==> src/rtl/qpht_pkg.sv <==
`default_nettype none
// ----------------------------------------------------------------------------
// qpht_pkg
// Shared types, widths and constants of the quadratic probing hash table.
// ----------------------------------------------------------------------------
package qpht_pkg;

    localparam int DEF_TABLE_SLOTS = 1024;

    localparam int ACTION_W    = 2;
    localparam int KEY_W       = 31;
    localparam int STATUS_W    = 3;
    localparam int SLOT_IDX_W  = 10;
    localparam int PROBE_CNT_W = 11;
    localparam int CFG_W       = 11;
    localparam int APB_DATA_W  = 32;
    localparam int PADDR_W     = 3;

    localparam int STEP_LIN = 3;
    localparam int STEP_SQR = 7;
    // first difference of the probe offset and its constant growth
    localparam int DELTA0 = STEP_LIN + STEP_SQR;
    localparam int DDELTA = 2 * STEP_SQR;

    // key remainder: digit-serial restoring division
    localparam int DIV_DIGIT_W = 4;
    localparam int KEY_PAD_W   = 32;
    localparam int DIV_STEPS   = KEY_PAD_W / DIV_DIGIT_W;

    localparam logic REG_SLOTS_IN_USE = 1'b0;

    typedef enum logic [ACTION_W-1:0] {
        ACT_INSERT = 2'd0,
        ACT_SEARCH = 2'd1,
        ACT_CLEAR  = 2'd2,
        ACT_NONE   = 2'd3
    } action_t;

    typedef enum logic [STATUS_W-1:0] {
        RES_INSERTED  = 3'd0,
        RES_FOUND     = 3'd1,
        RES_NOT_FOUND = 3'd2,
        RES_FULL      = 3'd3,
        RES_CLEARED   = 3'd4
    } status_t;

    typedef enum logic [2:0] {
        S_IDLE,
        S_SWEEP,
        S_DIV,
        S_START,
        S_READ,
        S_CHECK,
        S_FINISH
    } state_t;

    typedef struct packed {
        logic    load;
        logic    div_step;
        logic    probe_init;
        logic    probe_adv;
        logic    key_wr;
        logic    sweep_start;
        logic    sweep_wr;
        logic    out_load;
        status_t out_status;
    } dp_cmd_t;

    typedef struct packed {
        logic div_last;
        logic sweep_last;
        logic slot_empty;
        logic key_hit;
        logic last_probe;
        logic out_free;
    } dp_stat_t;

    // DELTA0 mod s, valid for s >= 1
    function automatic logic [3:0] delta0_mod(input logic [31:0] s);
        logic [3:0] r;
        if (s > 32'(DELTA0))
        begin
            r = 4'(DELTA0);
        end
        else
        begin
            unique case (s[3:0])
                4'd3:    r = 4'd1;
                4'd4:    r = 4'd2;
                4'd6:    r = 4'd4;
                4'd7:    r = 4'd3;
                4'd8:    r = 4'd2;
                4'd9:    r = 4'd1;
                default: r = 4'd0;
            endcase
        end
        return r;
    endfunction

    // DDELTA mod s, valid for s >= 1
    function automatic logic [3:0] ddelta_mod(input logic [31:0] s);
        logic [3:0] r;
        if (s > 32'(DDELTA))
        begin
            r = 4'(DDELTA);
        end
        else
        begin
            unique case (s[3:0])
                4'd3:    r = 4'd2;
                4'd4:    r = 4'd2;
                4'd5:    r = 4'd4;
                4'd6:    r = 4'd2;
                4'd8:    r = 4'd6;
                4'd9:    r = 4'd5;
                4'd10:   r = 4'd4;
                4'd11:   r = 4'd3;
                4'd12:   r = 4'd2;
                4'd13:   r = 4'd1;
                default: r = 4'd0;
            endcase
        end
        return r;
    endfunction

endpackage
`default_nettype wire

==> src/rtl/qpht_ctrl.sv <==
`default_nettype none
// ----------------------------------------------------------------------------
// qpht_ctrl
// Controller: sequences remainder, probing, clearing sweep and result
// hand-off.
// ----------------------------------------------------------------------------
module qpht_ctrl (
    input  wire logic                            clk,
    input  wire logic                            rst_n,
    input  wire logic                            cmd_valid,
    input  wire logic [qpht_pkg::ACTION_W-1:0]   cmd_action,
    output logic                                 cmd_ready,
    output qpht_pkg::dp_cmd_t                    ctl,
    input  wire qpht_pkg::dp_stat_t              sts
);

    qpht_pkg::state_t  state_reg, state_next;
    qpht_pkg::action_t op_reg, op_next;
    qpht_pkg::status_t res_reg, res_next;
    logic              report_reg, report_next;
    logic              accept;

    assign cmd_ready = (state_reg == qpht_pkg::S_IDLE);
    assign accept    = cmd_valid && cmd_ready;

    always_ff @(posedge clk or negedge rst_n)
    begin
        if (!rst_n)
        begin
            state_reg  <= qpht_pkg::S_SWEEP;
            op_reg     <= qpht_pkg::ACT_NONE;
            res_reg    <= qpht_pkg::RES_CLEARED;
            report_reg <= 1'b0;
        end
        else
        begin
            state_reg  <= state_next;
            op_reg     <= op_next;
            res_reg    <= res_next;
            report_reg <= report_next;
        end
    end

    always_comb
    begin
        state_next  = state_reg;
        op_next     = op_reg;
        res_next    = res_reg;
        report_next = report_reg;

        ctl.load        = 1'b0;
        ctl.div_step    = 1'b0;
        ctl.probe_init  = 1'b0;
        ctl.probe_adv   = 1'b0;
        ctl.key_wr      = 1'b0;
        ctl.sweep_start = 1'b0;
        ctl.sweep_wr    = 1'b0;
        ctl.out_load    = 1'b0;
        ctl.out_status  = res_reg;

        unique case (state_reg)
            qpht_pkg::S_IDLE:
            begin
                if (accept)
                begin
                    unique case (qpht_pkg::action_t'(cmd_action))
                        qpht_pkg::ACT_INSERT,
                        qpht_pkg::ACT_SEARCH:
                        begin
                            ctl.load   = 1'b1;
                            op_next    = qpht_pkg::action_t'(cmd_action);
                            state_next = qpht_pkg::S_DIV;
                        end
                        qpht_pkg::ACT_CLEAR:
                        begin
                            ctl.sweep_start = 1'b1;
                            report_next     = 1'b1;
                            state_next      = qpht_pkg::S_SWEEP;
                        end
                        qpht_pkg::ACT_NONE:
                        begin
                            state_next = qpht_pkg::S_IDLE;
                        end
                    endcase
                end
            end
            qpht_pkg::S_SWEEP:
            begin
                ctl.sweep_wr = 1'b1;
                if (sts.sweep_last)
                begin
                    report_next = 1'b0;
                    res_next    = qpht_pkg::RES_CLEARED;
                    state_next  = report_reg ? qpht_pkg::S_FINISH : qpht_pkg::S_IDLE;
                end
            end
            qpht_pkg::S_DIV:
            begin
                ctl.div_step = 1'b1;
                if (sts.div_last)
                begin
                    state_next = qpht_pkg::S_START;
                end
            end
            qpht_pkg::S_START:
            begin
                ctl.probe_init = 1'b1;
                state_next     = qpht_pkg::S_READ;
            end
            qpht_pkg::S_READ:
            begin
                state_next = qpht_pkg::S_CHECK;
            end
            qpht_pkg::S_CHECK:
            begin
                if (op_reg == qpht_pkg::ACT_INSERT)
                begin
                    priority if (sts.slot_empty)
                    begin
                        ctl.key_wr = 1'b1;
                        res_next   = qpht_pkg::RES_INSERTED;
                        state_next = qpht_pkg::S_FINISH;
                    end
                    else if (sts.last_probe)
                    begin
                        res_next   = qpht_pkg::RES_FULL;
                        state_next = qpht_pkg::S_FINISH;
                    end
                    else
                    begin
                        ctl.probe_adv = 1'b1;
                        state_next    = qpht_pkg::S_READ;
                    end
                end
                else
                begin
                    priority if (sts.key_hit)
                    begin
                        res_next   = qpht_pkg::RES_FOUND;
                        state_next = qpht_pkg::S_FINISH;
                    end
                    else if (sts.slot_empty || sts.last_probe)
                    begin
                        res_next   = qpht_pkg::RES_NOT_FOUND;
                        state_next = qpht_pkg::S_FINISH;
                    end
                    else
                    begin
                        ctl.probe_adv = 1'b1;
                        state_next    = qpht_pkg::S_READ;
                    end
                end
            end
            qpht_pkg::S_FINISH:
            begin
                if (sts.out_free)
                begin
                    ctl.out_load = 1'b1;
                    state_next   = qpht_pkg::S_IDLE;
                end
            end
            default:
            begin
                state_next = qpht_pkg::S_IDLE;
            end
        endcase
    end

endmodule
`default_nettype wire

==> config.mk <==
export PLATFORM = sky130hd
export DESIGN_NAME = qpht_ctrl
export DESIGN_NICKNAME = d
export VERILOG_FILES = /design/src/rtl/qpht_pkg.sv /design/src/rtl/qpht_ctrl.sv
export SDC_FILE = /design/constraint.sdc
export NUM_CORES = 1
export LEC_CHECK = 0
export BUFFER_PORTS_ARGS = -buffer_cell sky130_fd_sc_hd__clkbuf_2
export CAP_MARGIN = 20
export CORE_MARGIN = 10
export CORE_UTILIZATION = 47
export CTS_CLUSTER_DIAMETER = 80
export DETAILED_ROUTE_END_ITERATION = 10
export PLACE_DENSITY_LB_ADDON = 0.08
export SYNTH_ARGS = -nofsm -noshare
export SYNTH_HDL_FRONTEND = slang
export SYNTH_SLANG_ARGS = --single-unit
==> constraint.sdc <==
create_clock -name clk -period 2 [get_ports clk]
set_input_delay 0.4 -clock clk [delete_from_list [all_inputs] [get_ports clk]]
set_output_delay 0.4 -clock clk [all_outputs]
set_load 0.02 [all_outputs]
# --- Word level (Yosys, flattened, before mapping) ---
# Cells that the tools add are included.
totals:
  output_inout_bits: 12
  inputBits: 11
  word_cells: 74
  ff_bits: 9
op_classes:
  eq_ne: 16
  mux: 42
  n_reduce_logical: 12
ops:
  columns: ["operator", "n"]
  rows:
  - ["3-bit 2-to-1 mux", 13]
  - ["1-bit 2-to-1 mux", 21]
  - ["3-bit case mux with 7 select lines", 1]
  - ["4-bit AND reduction", 3]
  - ["3-bit equality test, second input constant", 3]
  - ["3-bit case mux with 3 select lines", 1]
  - ["2-bit 2-to-1 mux", 4]
  - ["4-bit != test, second input constant", 2]
  - ["3-bit by 2-bit equality test with 1-bit output, second input constant", 2]
  - ["2-bit != test, second input constant", 3]
  - ["3-bit case mux with 2 select lines", 1]
  - ["2-bit equality test, second input constant", 2]
  - ["2-bit zero test", 2]
  - ["2-bit by 1-bit != test with 1-bit output, second input constant", 2]
  - ["2-bit nonzero test", 2]
  - ["3-bit by 1-bit equality test with 1-bit output, second input constant", 1]
  - ["3-bit zero test", 1]
  - ["3-bit AND reduction", 1]
  - ["2-bit by 1-bit equality test with 1-bit output, second input constant", 1]
  - ["1-bit case mux with 2 select lines", 1]
  - ["2-bit OR reduction", 1]
  - ["1-bit logical AND", 1]
  - ["1-bit logical OR", 1]

# --- Logic depth before layout (Yosys ltp) ---
logic_depth:
  depth_word: 5
  ltp_mapped: 5
  ltp_nobuf: 4

# --- Worst setup path before layout ---
# Ideal clock, no wire load.
synth_path:
  path_type: "reg-to-output"
  from: "register state_reg[0]"
  to: "output port ctl[7] (netlist bit)"
  slack_ps: 164
  path_buffers: 1
  arrival_ps: 1436
  stages_incl_launch_ff: 4
  required_ps: 1600
  path_cell_list: "dfstp_2 -> buf_6 -> nand3b_4 -> nor4_1"
synth_rtl:
  columns: ["item", "line", "source"]
  rows:
  - ["start: declaration", "qpht_ctrl.sv:17", "qpht_pkg::state_t state_reg, state_next;"]
  - ["start signal: assignment", "qpht_ctrl.sv:30", "state_reg <= qpht_pkg::S_SWEEP;"]
  - ["start signal: assignment", "qpht_ctrl.sv:37", "state_reg <= state_next;"]
  - ["end: declaration", "qpht_ctrl.sv:13", "output qpht_pkg::dp_cmd_t ctl,"]

==> flow_summary.json <==
{
  "path_clk_slew_ps": 60,
  "nets": 107,
  "postRouteWirelength_um": 1397,
  "dr.pass1.iters": 4,
  "drive_above_1_share_pct": 41.05,
  "critPathBufInv": 1,
  "ys_top_cells_by_count": "9 x nor2_1, 6 x nand2_1, 5 x dfrtp_1, 5 x nor2b_1, 4 x dfstp_2",
  "synth-main-ff-cell": "dfrtp_1",
  "die-area_um2": 3203,
  "synth.avg_cell_area_um2": 9.121,
  "max_freq_mhz": 545.4,
  "antenna_cells": 0,
  "clockBufferDepth": 2,
  "path_max_fanout": 11,
  "use_met1_pct": 10.33,
  "met2_usage_pct": 13.01,
  "synth_top_area_cell": "dfrtp_1",
  "finalSetupViolCount": 0,
  "grt_pass1_wl_um": 2366,
  "fin_crit_sh_pct": 91.68,
  "holdCritPathClass": "in2reg",
  "tightest_slew_ps": 358.4,
  "drtIter0Drc": 9,
  "end_kind": "output port",
  "io_pins": 23,
  "dpl_cell_area_um2": 728.2,
  "ys_seq_area_share_pct": 36.58,
  "cts_tree": "done",
  "dp_hpwl_um": 1126,
  "synth_area_um2": 629.4,
  "cts.sinks": 9,
  "grt_util_all_layers_pct": 8.813,
  "grt_pass1_vias": 563,
  "cts_root_buf": "clkbuf_4",
  "ys_warn_count": 0,
  "totalNegativeSetupSlack_ps": 0,
  "place_congestion": 0.7749,
  "antenna_left": 0,
  "crit_path_cell_trace": "nand3b_4, nor4_1, clkbuf_2",
  "slowest_stage": "dfrtp_1",
  "ys_types": 31,
  "drc_errors": 0,
  "rsz0062_at_grt": "false",
  "slew_violations": 0,
  "max_stage_delay_ps": 500,
  "critPathTopFamily": "flip-flops",
  "grtUsageMet3_pct": 6.292,
  "finalInstanceArea_um2": 780.7,
  "initial_core_util_pct": 48.98,
  "area_growth_pct": 24.06,
  "portBuffers": 22,
  "row_count": 13,
  "busiest_layer": "met2",
  "maxCapViolCount": 0,
  "required_ps": 1600,
  "ys_ff_latch": 9,
  "path_class": "reg2out",
  "fp.dieH_um": 56.60,
  "cts_made_buffers": 3,
  "nFillCells": 117,
  "antenna_found_initial": 0,
  "placeableCoreArea_um2": 1285,
  "vias": 579,
  "ir_worst_vdd_uv": 922.2,
  "synth_top_area_share_pct": 19.88,
  "async_flop_share_pct": 100.0,
  "hold_violations": 0,
  "die_x_um": 56.60,
  "avgRoutedWirePerCell_um": 12.70,
  "power.total_mw": 1.122,
  "grt-ovfl-total": 0,
  "viasPerCell": 5.264,
  "clock_skew_ps": 4.385,
  "cellPowerDensity_nw_per_um2": 1438,
  "critPathLaunchType": "flop",
  "syn_nets": 80,
  "yosysMostFrequentCell": "nor2_1",
  "fin_crit_ps": 1834,
  "synth_top_cells_by_area": "dfrtp_1 20%, dfstp_2 17%, nor2_1 5.4%, mux2_1 5.4%, nor2b_1 5.0%",
  "insertion_delay_ps": 250,
  "p_leak_nw": 0.3896,
  "htreeDepth": 1,
  "slew_headroom_pct": 76.11,
  "grt_max_degree": 12,
  "netlist_instances": 69,
  "synth_edf_count": 0,
  "arrival_ps": 1430,
  "status": "completed"
}
layout make-up:
| type | instances | area (µm²) | share of cell area (%) |
|---|---|---|---|
| sequential | 9 | 231.5 | 29.65 |
| timing repair buffer | 26 | 142.6 | 18.27 |
| clock buffer | 4 | 26.28 | 3.365 |
| inverter | 2 | 7.507 | 0.9615 |
| multi-input combinational | 54 | 354.1 | 45.35 |
| tap | 15 | 18.77 | 2.404 |
per-layer routing:
metal	vias to the layer above	share of wire (%)
met5	-	0
met4	0	0.29
met3	2	8.4
met2	18	46
met1	267	46
li1	292	-
metrics by stage:
| step | utilization, % | instances | worst slack (ps) | hold WS [ps] |
|---|---|---|---|---|
| after detailed placement | 56.67 | 103 | 328.6 | 272.4 |
| after CTS | 59.49 | 108 | 71.51 | 371.4 |
| after floorplan | - | 69 | 163.8 | 104.4 |
| after global routing | 60.76 | 110 | 36.34 | 382.9 |
| after global placement | 56.67 | 103 | 379.9 | 268.8 |
| final | 60.76 | 110 | 166.4 | 381.5 |
cells by family (layout without fill, tap and decap cells):
| group | count (synthesis) | after routing | synth area share (%) |
|---|---|---|---|
| flops | 9 | 9 | 36.58 |
| buf+inv | 6 | 32 | 7.157 |
| compound gates | 15 | 15 | 15.51 |
| simple gates | 35 | 35 | 33.80 |
| mux | 4 | 4 | 6.958 |
power by group:
group	internal (mW)	leakage [nW]	total [mW]	switching, mW
combinational	0.259	0.269	0.590	0.331
clock	0.0765	0.0150	0.134	0.0578
sequential	0.281	0.106	0.398	0.117
final timing paths:
kind                       cells past startpoint                     start  slack [ps]                       end
setup / recovery                               3  state_reg[1]$_DFFE_PN0P_         170                    ctl[7]
hold / removal                                 2                    sts[4]         380  state_reg[0]$_DFFE_PN1P_
setup reg to reg                               4  state_reg[1]$_DFFE_PN0P_         420    res_reg[0]$_DFFE_PN0P_
hold reg to reg                                1     op_reg[1]$_DFFE_PN1P_         490     op_reg[1]$_DFFE_PN1P_
max in group asynchronous                      2                     rst_n        1220    res_reg[2]$_DFFE_PN1P_
min in group asynchronous                      2                     rst_n         530    report_reg$_DFFE_PN0P_
layout by cell type, fill, tap and decap left out, types with 2 or more instances in the layout:
cell type / netlist / routed
nor3b_1: 3 / 3
o21ai_1: 3 / 3
nor3_1: 2 / 2
mux2_1: 3 / 3
clkbuf_2: 0 / 22
buf_4: 2 / 3
nor2b_1: 5 / 5
clkbuf_4: 0 / 3
inv_1: 2 / 2
nor2_1: 9 / 9
o21ai_0: 3 / 3
a21oi_1: 3 / 3
dfrtp_1: 5 / 4
dfstp_2: 4 / 4
nand2_1: 6 / 6
repair_timing:
action,in CTS,in global routing
buffers inserted,0,2
resized for setup,0,1
endpoints found under the hold margin,5,0
hold buffers,1,0
endpoints found under the setup margin,0,1
(Power assumes the default switching activity.)
